**config.mk**
```make
export PLATFORM = sky130hd
export DESIGN_NAME = atte_ctrl
export DESIGN_NICKNAME = d
export VERILOG_FILES = /design/src/design/atte_pkg.sv /design/src/design/atte_ctrl.sv
export SDC_FILE = /design/constraint.sdc
export NUM_CORES = 1
export LEC_CHECK = 0
export BUFFER_PORTS_ARGS = -buffer_cell sky130_fd_sc_hd__clkbuf_2
export CAP_MARGIN = 20
export CORE_ASPECT_RATIO = 2
export CORE_MARGIN = 2
export CORE_UTILIZATION = 30
export CTS_CLUSTER_SIZE = 28
export DETAILED_ROUTE_END_ITERATION = 12
export GPL_ROUTABILITY_DRIVEN = 0
export PLACE_DENSITY_LB_ADDON = 0.12
export SLEW_MARGIN = 15
export SYNTH_ARGS = -nofsm -noshare
export SYNTH_HDL_FRONTEND = slang
export SYNTH_SLANG_ARGS = --single-unit
export TNS_END_PERCENT = 10
```
**constraint.sdc**
```tcl
create_clock -name clk -period 4.85 [get_ports clk]
set_input_delay 1.2125 -clock clk [delete_from_list [all_inputs] [get_ports clk]]
set_output_delay 1.2125 -clock clk [all_outputs]
set_load 0.1 [all_outputs]
```
**src/design/atte_pkg.sv**
```systemverilog
// Package for the ANSI text terminal engine: geometry constants, byte codes,
// parser states and the shared memory request struct. No dependencies.
package atte_pkg;

	localparam int MaxRows    = 32;
	localparam int MaxColumns = 128;
	localparam int TitleLimit = 250;
	localparam int RowW   = 5;
	localparam int ColW   = 7;
	localparam int AddrW  = RowW + ColW;
	localparam int CellW  = 11;

	localparam logic [7:0] CH_ESC  = 8'd27;
	localparam logic [7:0] CH_BEL  = 8'd7;
	localparam logic [7:0] CH_CR   = 8'd13;
	localparam logic [7:0] CH_LF   = 8'd10;
	localparam logic [7:0] CH_LBR  = 8'h5B;
	localparam logic [7:0] CH_RBR  = 8'h5D;
	localparam logic [7:0] CH_SEMI = 8'h3B;
	localparam logic [7:0] CH_ZERO = 8'h30;
	localparam logic [7:0] CH_ONE  = 8'h31;
	localparam logic [7:0] CH_THREE = 8'h33;
	localparam logic [7:0] CH_FOUR = 8'h34;
	localparam logic [7:0] CH_H    = 8'h48;
	localparam logic [7:0] CH_J    = 8'h4A;
	localparam logic [7:0] CH_M    = 8'h6D;
	localparam logic [7:0] CH_SPACE = 8'h20;

	localparam logic [0:0] OP_PUT  = 1'b0;
	localparam logic [0:0] OP_READ = 1'b1;

	localparam logic [0:0] REG_ROWS = 1'b0;
	localparam logic [0:0] REG_COLS = 1'b1;

	typedef enum logic [2:0] {
		SQ_NONE  = 3'd0,
		SQ_START = 3'd1,
		SQ_CSI   = 3'd2,
		SQ_OSC   = 3'd3,
		SQ_SEMI  = 3'd4,
		SQ_TITLE = 3'd5
	} seq_t;

	// Memory request from the controller to the cell store
	typedef struct packed {
		logic             wr_en;
		logic [AddrW-1:0] wr_addr;
		logic [CellW-1:0] wr_data;
		logic             rd_en;
		logic [AddrW-1:0] rd_addr;
	} mem_req_t;

endpackage

```
**src/design/atte_ctrl.sv**
```systemverilog
// Controller: escape parser, cursor, clearing pass, scroll and erase sweeps.
// Depends on atte_pkg; drives atte_cell_ram through mem_req_t.
module atte_ctrl
	import atte_pkg::*;
(
	input  logic             clk,
	input  logic             arst_n,
	input  logic             in_valid,
	output logic             in_ready,
	input  logic             operation,
	input  logic [7:0]       byte_in,
	input  logic [4:0]       read_row,
	input  logic [6:0]       read_column,
	input  logic             cfg_valid,
	output logic             cfg_ready,
	input  logic             cfg_index,
	input  logic [7:0]       cfg_data,
	output mem_req_t         req,
	input  logic [CellW-1:0] rd_data,
	output logic             out_valid,
	input  logic             out_ready,
	output logic [7:0]       cell_character,
	output logic             cell_bold,
	output logic             cell_italic,
	output logic             cell_underline,
	output logic [4:0]       cursor_row_out,
	output logic [6:0]       cursor_column_out,
	output logic             title_valid,
	output logic [7:0]       title_byte,
	output logic             title_end,
	output logic             in_sequence
);

	typedef enum logic [5:0] {
		ST_CLEAR = 6'b000001,
		ST_IDLE  = 6'b000010,
		ST_READ  = 6'b000100,
		ST_SCRL  = 6'b001000,
		ST_FILL  = 6'b010000,
		ST_OUT   = 6'b100000
	} st_t;

	st_t              st_q;
	logic [5:0]       rows_q;
	logic [7:0]       cols_q;
	logic [RowW-1:0]  crow_q;
	logic [ColW-1:0]  ccol_q;
	seq_t             seq_q;
	logic [2:0]       marks_q;
	logic [7:0]       num0_q, num1_q;
	logic [1:0]       nidx_q, seen_q;
	logic [7:0]       farg_q;
	logic [7:0]       tlen_q;
	logic [AddrW-1:0] clr_q;
	// sweep position: row/col walk, and row-major limit as (row,col)
	logic [RowW-1:0]  wr_q;
	logic [ColW-1:0]  wc_q;
	logic [RowW-1:0]  er_q;
	logic [ColW-1:0]  ec_q;
	logic             rd_pend_q;
	logic             is_read_q;
	// title outcome of the item in flight
	logic             tvalid_q;
	logic [7:0]       tbyte_q;
	logic             tend_q;

	// clamped area
	logic [RowW-1:0] last_row;
	logic [ColW-1:0] last_col;
	always_comb begin
		if (rows_q == 6'd0) last_row = '0;
		else if (rows_q > 6'(MaxRows)) last_row = RowW'(MaxRows - 1);
		else last_row = RowW'(rows_q - 6'd1);
		if (cols_q == 8'd0) last_col = '0;
		else if (cols_q > 8'(MaxColumns)) last_col = ColW'(MaxColumns - 1);
		else last_col = ColW'(cols_q - 8'd1);
	end

	// cursor clamped into area at item start
	logic [RowW-1:0] crow_c;
	logic [ColW-1:0] ccol_c;
	assign crow_c = (crow_q > last_row) ? last_row : crow_q;
	assign ccol_c = (ccol_q > last_col) ? last_col : ccol_q;

	logic [2:0] blank_m;
	assign blank_m = marks_q;

	function automatic logic [7:0] sat10(input logic [7:0] n, input logic [7:0] b);
		logic [11:0] v;
		begin
			v = {4'd0, n} * 12'd10 + {8'd0, b[3:0]};
			sat10 = (v > 12'd255) ? 8'd255 : v[7:0];
		end
	endfunction

	function automatic logic [7:0] place(input logic [7:0] n, input logic seen,
		input logic [7:0] lim);
		logic [7:0] v;
		begin
			v = seen ? n : 8'd1;
			if (v != 8'd0) v = v - 8'd1;
			place = (v > lim) ? lim : v;
		end
	endfunction

	logic is_letter, is_digit;
	assign is_letter = (byte_in >= 8'h41 && byte_in <= 8'h5A) ||
		(byte_in >= 8'h61 && byte_in <= 8'h7A);
	assign is_digit = byte_in >= 8'h30 && byte_in <= 8'h39;

	logic accept;
	assign in_ready  = (st_q == ST_IDLE);
	assign accept    = in_valid && in_ready;
	assign cfg_ready = (st_q == ST_IDLE) || (st_q == ST_CLEAR);

	logic title_take, title_stop;
	assign title_stop = operation == OP_PUT && seq_q == SQ_TITLE && byte_in == CH_BEL;
	assign title_take = operation == OP_PUT && seq_q == SQ_TITLE && byte_in != CH_BEL &&
		tlen_q < 8'(TitleLimit);

	// cursor and next state of an accepted item
	st_t             st_nx;
	logic [RowW-1:0] crow_nx;
	logic [ColW-1:0] ccol_nx;
	always_comb begin
		st_nx   = ST_OUT;
		crow_nx = crow_c;
		ccol_nx = ccol_c;
		if (operation == OP_READ) begin
			st_nx = ST_READ;
		end else begin
			case (seq_q)
				SQ_NONE: begin
					if (byte_in == CH_CR) ccol_nx = '0;
					else if (byte_in == CH_LF || (byte_in != CH_ESC && ccol_c == last_col)) begin
						ccol_nx = '0;
						if (crow_c == last_row) st_nx = (last_row == '0) ? ST_FILL : ST_SCRL;
						else crow_nx = crow_c + RowW'(1);
					end else if (byte_in != CH_ESC) ccol_nx = ccol_c + ColW'(1);
				end
				SQ_CSI: begin
					if (is_letter && byte_in == CH_H) begin
						crow_nx = RowW'(place(num0_q, seen_q[0], 8'(last_row)));
						ccol_nx = ColW'(place(num1_q, seen_q[1], 8'(last_col)));
					end else if (is_letter && byte_in == CH_J && num0_q <= 8'd3) begin
						st_nx = ST_FILL;
					end
				end
				default: ;
			endcase
		end
	end

	logic [AddrW-1:0] sweep_addr;
	assign sweep_addr = {wr_q, wc_q};

	always_comb begin
		req = '0;
		case (st_q)
			ST_CLEAR: begin
				req.wr_en   = 1'b1;
				req.wr_addr = clr_q;
				req.wr_data = {3'b000, CH_SPACE};
			end
			ST_IDLE: begin
				if (accept && operation == OP_READ) begin
					req.rd_en   = 1'b1;
					req.rd_addr = {read_row, read_column};
				end else if (accept && seq_q == SQ_NONE && byte_in != CH_ESC &&
					byte_in != CH_CR && byte_in != CH_LF) begin
					req.wr_en   = 1'b1;
					req.wr_addr = {crow_c, ccol_c};
					req.wr_data = {marks_q, byte_in};
				end
			end
			ST_SCRL: begin
				// read row+1, then write it to row in the next cycle
				req.rd_en   = !rd_pend_q;
				req.rd_addr = {wr_q + RowW'(1), wc_q};
				req.wr_en   = rd_pend_q;
				req.wr_addr = sweep_addr;
				req.wr_data = rd_data;
			end
			ST_FILL: begin
				req.wr_en   = 1'b1;
				req.wr_addr = sweep_addr;
				req.wr_data = {blank_m, CH_SPACE};
			end
			default: ;
		endcase
	end

	// outputs and state
	always_ff @(posedge clk or negedge arst_n) begin
		if (!arst_n) begin
			st_q <= ST_CLEAR; clr_q <= '0;
			rows_q <= 6'd24; cols_q <= 8'd80;
			crow_q <= '0; ccol_q <= '0; seq_q <= SQ_NONE; marks_q <= '0;
			num0_q <= '0; num1_q <= '0; nidx_q <= '0; seen_q <= '0;
			farg_q <= '0; tlen_q <= '0; out_valid <= 1'b0;
			rd_pend_q <= 1'b0; is_read_q <= 1'b0;
			wr_q <= '0; wc_q <= '0; er_q <= '0; ec_q <= '0;
			tvalid_q <= 1'b0; tbyte_q <= '0; tend_q <= 1'b0;
			cell_character <= '0; cell_bold <= 1'b0; cell_italic <= 1'b0;
			cell_underline <= 1'b0; cursor_row_out <= '0; cursor_column_out <= '0;
			title_valid <= 1'b0; title_byte <= '0; title_end <= 1'b0;
			in_sequence <= 1'b0;
		end else begin
			if (cfg_valid && cfg_ready) begin
				if (cfg_index == REG_ROWS) rows_q <= cfg_data[5:0];
				else cols_q <= cfg_data;
			end
			if (st_q == ST_OUT && (!out_valid || out_ready)) out_valid <= 1'b1;
			else if (out_ready) out_valid <= 1'b0;
			case (st_q)
				ST_CLEAR: begin
					clr_q <= clr_q + AddrW'(1);
					if (&clr_q) st_q <= ST_IDLE;
				end
				ST_IDLE: begin
					if (accept) begin
						st_q <= st_nx;
						crow_q <= crow_nx; ccol_q <= ccol_nx;
						is_read_q <= operation == OP_READ;
						tvalid_q <= title_take;
						tbyte_q <= title_take ? byte_in : 8'd0;
						tend_q <= title_stop;
						if (operation == OP_PUT) begin
							case (seq_q)
								SQ_NONE: begin
									if (byte_in == CH_ESC) seq_q <= SQ_START;
									else if ((byte_in == CH_LF || (byte_in != CH_CR &&
										ccol_c == last_col)) && crow_c == last_row) begin
										// scroll: copy rows up, then blank last row (a one-row area is only blanked)
										wr_q <= '0; wc_q <= '0; rd_pend_q <= 1'b0;
										er_q <= last_row; ec_q <= last_col;
									end
								end
								SQ_START: begin
									if (byte_in == CH_LBR) begin
										seq_q <= SQ_CSI; num0_q <= '0; num1_q <= '0;
										nidx_q <= '0; seen_q <= '0; farg_q <= '0;
									end else if (byte_in == CH_RBR) seq_q <= SQ_OSC;
									else seq_q <= SQ_NONE;
								end
								SQ_CSI: begin
									if (is_letter) begin
										seq_q <= SQ_NONE;
										if (byte_in == CH_J) begin
											if (num0_q == 8'd0) begin
												wr_q <= crow_c; wc_q <= ccol_c;
												er_q <= last_row; ec_q <= last_col;
											end else if (num0_q == 8'd1) begin
												wr_q <= '0; wc_q <= '0;
												er_q <= crow_c; ec_q <= ccol_c;
											end else if (num0_q == 8'd2 || num0_q == 8'd3) begin
												wr_q <= '0; wc_q <= '0;
												er_q <= last_row; ec_q <= last_col;
											end
										end else if (byte_in == CH_M) begin
											if (farg_q == CH_ZERO) marks_q <= '0;
											else if (farg_q == CH_ONE) marks_q <= marks_q | 3'b001;
											else if (farg_q == CH_THREE) marks_q <= marks_q | 3'b010;
											else if (farg_q == CH_FOUR) marks_q <= marks_q | 3'b100;
										end
									end else begin
										if (farg_q == 8'd0) farg_q <= byte_in;
										if (byte_in == CH_SEMI) begin
											if (nidx_q < 2'd2) nidx_q <= nidx_q + 2'd1;
										end else if (nidx_q < 2'd2) begin
											seen_q[nidx_q[0]] <= 1'b1;
											if (is_digit) begin
												if (nidx_q == 2'd0) num0_q <= sat10(num0_q, byte_in);
												else num1_q <= sat10(num1_q, byte_in);
											end
										end
									end
								end
								SQ_OSC: seq_q <= (byte_in == CH_ZERO) ? SQ_SEMI : SQ_NONE;
								SQ_SEMI: begin
									if (byte_in == CH_SEMI) begin
										seq_q <= SQ_TITLE; tlen_q <= '0;
									end else seq_q <= SQ_NONE;
								end
								SQ_TITLE: begin
									if (byte_in == CH_BEL) seq_q <= SQ_NONE;
									else if (tlen_q < 8'(TitleLimit)) tlen_q <= tlen_q + 8'd1;
								end
								default: seq_q <= SQ_NONE;
							endcase
						end
					end
				end
				ST_READ: st_q <= ST_OUT;
				ST_SCRL: begin
					rd_pend_q <= !rd_pend_q;
					if (rd_pend_q) begin
						if (wc_q == last_col) begin
							wc_q <= '0;
							if (wr_q + RowW'(1) == last_row) begin
								wr_q <= last_row; st_q <= ST_FILL;
							end else wr_q <= wr_q + RowW'(1);
						end else wc_q <= wc_q + ColW'(1);
					end
				end
				ST_FILL: begin
					if (wr_q == er_q && wc_q == ec_q) st_q <= ST_OUT;
					else if (wc_q == last_col) begin
						wc_q <= '0; wr_q <= wr_q + RowW'(1);
					end else wc_q <= wc_q + ColW'(1);
				end
				ST_OUT: begin
					// hold here while the previous result still waits
					if (!out_valid || out_ready) begin
						st_q <= ST_IDLE;
						if (is_read_q) begin
							cell_character <= rd_data[7:0];
							{cell_underline, cell_italic, cell_bold} <= rd_data[10:8];
						end else begin
							cell_character <= '0;
							{cell_underline, cell_italic, cell_bold} <= '0;
						end
						cursor_row_out <= crow_q; cursor_column_out <= ccol_q;
						title_valid <= tvalid_q; title_byte <= tbyte_q; title_end <= tend_q;
						in_sequence <= seq_q != SQ_NONE;
					end
				end
				default: st_q <= ST_IDLE;
			endcase
		end
	end

endmodule

```
==> impl_metrics.ini <==
[outcome]
status = finished, final reports clean

[yosys]
synth.distinct_cells = 92
netlist_area_sq_um = 11590
synth-seq-cells = 157
syn_avg_cell_area_sq_um = 8.771
ys_warn_count = 0
syn_nets = 1440
synth_seq_area_share_pct = 33.96
synthCells = 1321
synth_ff_type = dfrtp_1
async_flop_share_pct = 100.0
synth_edf_count = 0

[cts]
clock-root-buffer = clkbuf_16
cts_tree = done
path_clk_slew_ns = 0.08
cts_sinks = 157
cts_made_buffers = 17
clk_path_buf_depth = 2
clk_latency_ns = 0.46
hold_buffers = 0
cts-htree-levels = 4

[worst_setup_path]
required_ns = 3.64
path_cells = inv_2 > ha_2 > or3b_2 > a211oi_2 > nor2_2 > inv_2 > ha_4 > and3_4 > o21ai_2 > a32oi_4 > nor2_1 > a21o_1 > o21ai_1 > buf_4 > buf_12
crit_path_end_kind = primary output
worst-path-max-fanout = 6
worst_path_max_delay_cell = or3b_2
critPathKind = reg -> out
start_kind = register
cp_data_arrival_time_ns = 3.54
r2r_slack_ns = 0.37
cp_common_cell = inv_2
cpPeakStageDelay_ns = 0.46

[placed_design]
dpl_cell_area_sq_um = 13890
pre_cts_slack_ns = 0.1170
port_buffers = 119
dp_cells = 1992
post-dp-hpwl_microns = 36020

[global_route]
grt_pass1_vias = 11460
grt_max_degree = 73
antenna_found_initial = 0
grt_overflow = 0
grt_use_total_pct = 22.91
grt_pass1_wl_microns = 68830

[floorplanning]
die_y_microns = 281.9
core-area_sq_um = 38040
ios = 120
dieArea_sq_um = 40300
die_w_microns = 143.0
rows = 101
initial_core_util_pct = 30.46

[route]
met2_wirelength_microns = 24790
viasPerCell = 5.459
dr.pass1.iters = 6
antenna_left = 0
wl_met1_microns = 14910
wl_per_cell_microns = 22.16
drc = 0
routed_wl_microns = 45040
wl_met3_microns = 1426
vias = 11100
highest_layer = met4
drtIter0Drc = 682

[timing]
fin_crit_ns = 4.754
maxSlewViolCount = 0
relSlewSlack_pct = 30.96
max_freq_mhz = 210.3
rsz0062_at_grt = yes
finalSetupTns_ns = 0
setup_violations = 0
skew_ns = 0.01667
post-route-period-util_pct = 98.03
setup_slack_ns = 0.09568
max_slew.worst_pin.slew_ns = 1.036
finalHoldViolations = 0

[finish]
num_antenna_cells = 0
stdcell_count = 2033
drive_gt1_share_pct = 25.96
syn2layout_area_growth_pct = 28.39
stdcell_area_sq_um = 14880
fin_nets = 1624

[min_path]
hold_class = reg -> reg

[run]
cap_viol_max_count = 0
-- placed cells by master (no fill, tap or decap), types with 6 or more instances in the layout --
cell,instances
a21o_1,15
a21oi_1,50
a21oi_2,6
a22o_1,25
a22oi_1,20
a31oi_1,12
and2_1,12
and3_1,12
buf_12,37
buf_4,100
clkbuf_16,17
clkbuf_2,82
clkinv_8,6
dfrtp_1,151
ha_1,64
inv_1,69
mux2_2,52
mux2i_1,11
nand2_1,127
nand2b_1,7
nand3_1,50
nand3b_1,9
nand4_1,15
nor2_1,92
nor2b_1,10
nor3_1,30
nor3b_1,7
nor4_1,10
o211ai_1,26
o21a_1,10
o21ai_0,97
o21ai_2,11
o21bai_1,6
o22ai_1,15
o31ai_1,6
o32a_1,7
or3_1,6
xnor2_1,47
xor2_1,25
-- cells in the mapped netlist, types with 16 or more instances --
master | number | share of area (%)
nand3_1 | 51 | 2.2
mux2_2 | 53 | 5.2
xor2_1 | 25 | 1.9
nand2_1 | 128 | 4.1
dfrtp_1 | 152 | 33
inv_1 | 74 | 2.4
clkbuf_1 | 53 | 1.7
ha_1 | 69 | 7.5
nor3_1 | 31 | 1.3
a22o_1 | 25 | 1.9
nor2_1 | 97 | 3.1
a21oi_1 | 56 | 2.4
o22ai_1 | 16 | 0.86
o211ai_1 | 26 | 1.7
xnor2_1 | 47 | 3.6
a22oi_1 | 20 | 1.3
o21ai_0 | 112 | 4.8
-- logic make-up after synthesis --
family | synth area share, %
multiplexers | 6.641
AO/OA/AOI/OAI | 22.24
adder cells (fa/ha/maj) | 8.488
AND/OR/NAND/NOR | 18.81
buffers and inverters | 4.417
XOR/XNOR | 5.443
flip-flops | 33.96
-- area by class of cell --
type / count / area, sq um
clock buffers: 17 / 425.4
flip-flops and latches: 157 / 3936
multi-input cells: 1033 / 7465
repair buffers: 222 / 1936
fillers: 3867 / 23160
well taps: 515 / 644.4
clock inverters: 15 / 191.4
inverters: 74 / 277.8
-- path summary, 6_finish.rpt --
| check | from | end | cells past startpoint |
|---|---|---|---|
| worst min register to register | cell_character[5] | cell_character[5] | 2 |
| max in group asynchronous | arst_n | cols_q[3] | 2 |
| worst min-delay path | cell_character[5] | cell_character[5] | 2 |
| min in group asynchronous | arst_n | blank_m[2] | 1 |
| worst max register to register | num1_q[5] | ccol_q[0] | 15 |
| worst max-delay path | rows_q[1] | req[32] | 15 |
-- flip-flops by register name (all words and copies together), names as in the netlist, 6 cells and up --
register / cells
ccol_q: 7
st_q: 6
tbyte_q: 8
num0_q: 8
title_byte: 8
cell_character: 8
ec_q: 7
wc_q: 7
num1_q: 8
cursor_column_out: 7
cols_q: 8
rows_q: 6
tlen_q: 8
clr_q: 12
farg_q: 8
-- metrics by stage --
stage	hold slack, ns	utilization (%)
CTS	0.4875	38.35
global route	0.5142	39.11
finish	0.4888	39.11
global placement	0.4609	36.53
detailed placement	0.4690	36.53
floorplan	0.4456	-
-- worst max-delay path: cells and delay by family, from the launching register on --
kind            cells  cell delay [ns]
fa+ha+maj           2             0.35
compound gates      5             0.97
flops               1             0.40
simple gates        4             0.88
buf+inv             4             0.47
-- what timing repair did --
item / in CTS / in global routing
resized for setup: 14 / 53
setup endpoints to repair: 12 / 12
pin swaps: 4 / 8
gates cloned: 1 / 0
buffers inserted: 3 / 5
-- metal layers --
| layer | up-vias | GRT usage [%] |
|---|---|---|
| met3 | 133 | 3.142 |
| met4 | 0 | 17.59 |
| li1 | 5233 | - |
| met1 | 5421 | 21.68 |
| met2 | 312 | 43.42 |
| met5 | - | 0 |
Power is not shown: default switching activity piles up to over one toggle a cycle in this logic, so the estimate is an artifact.
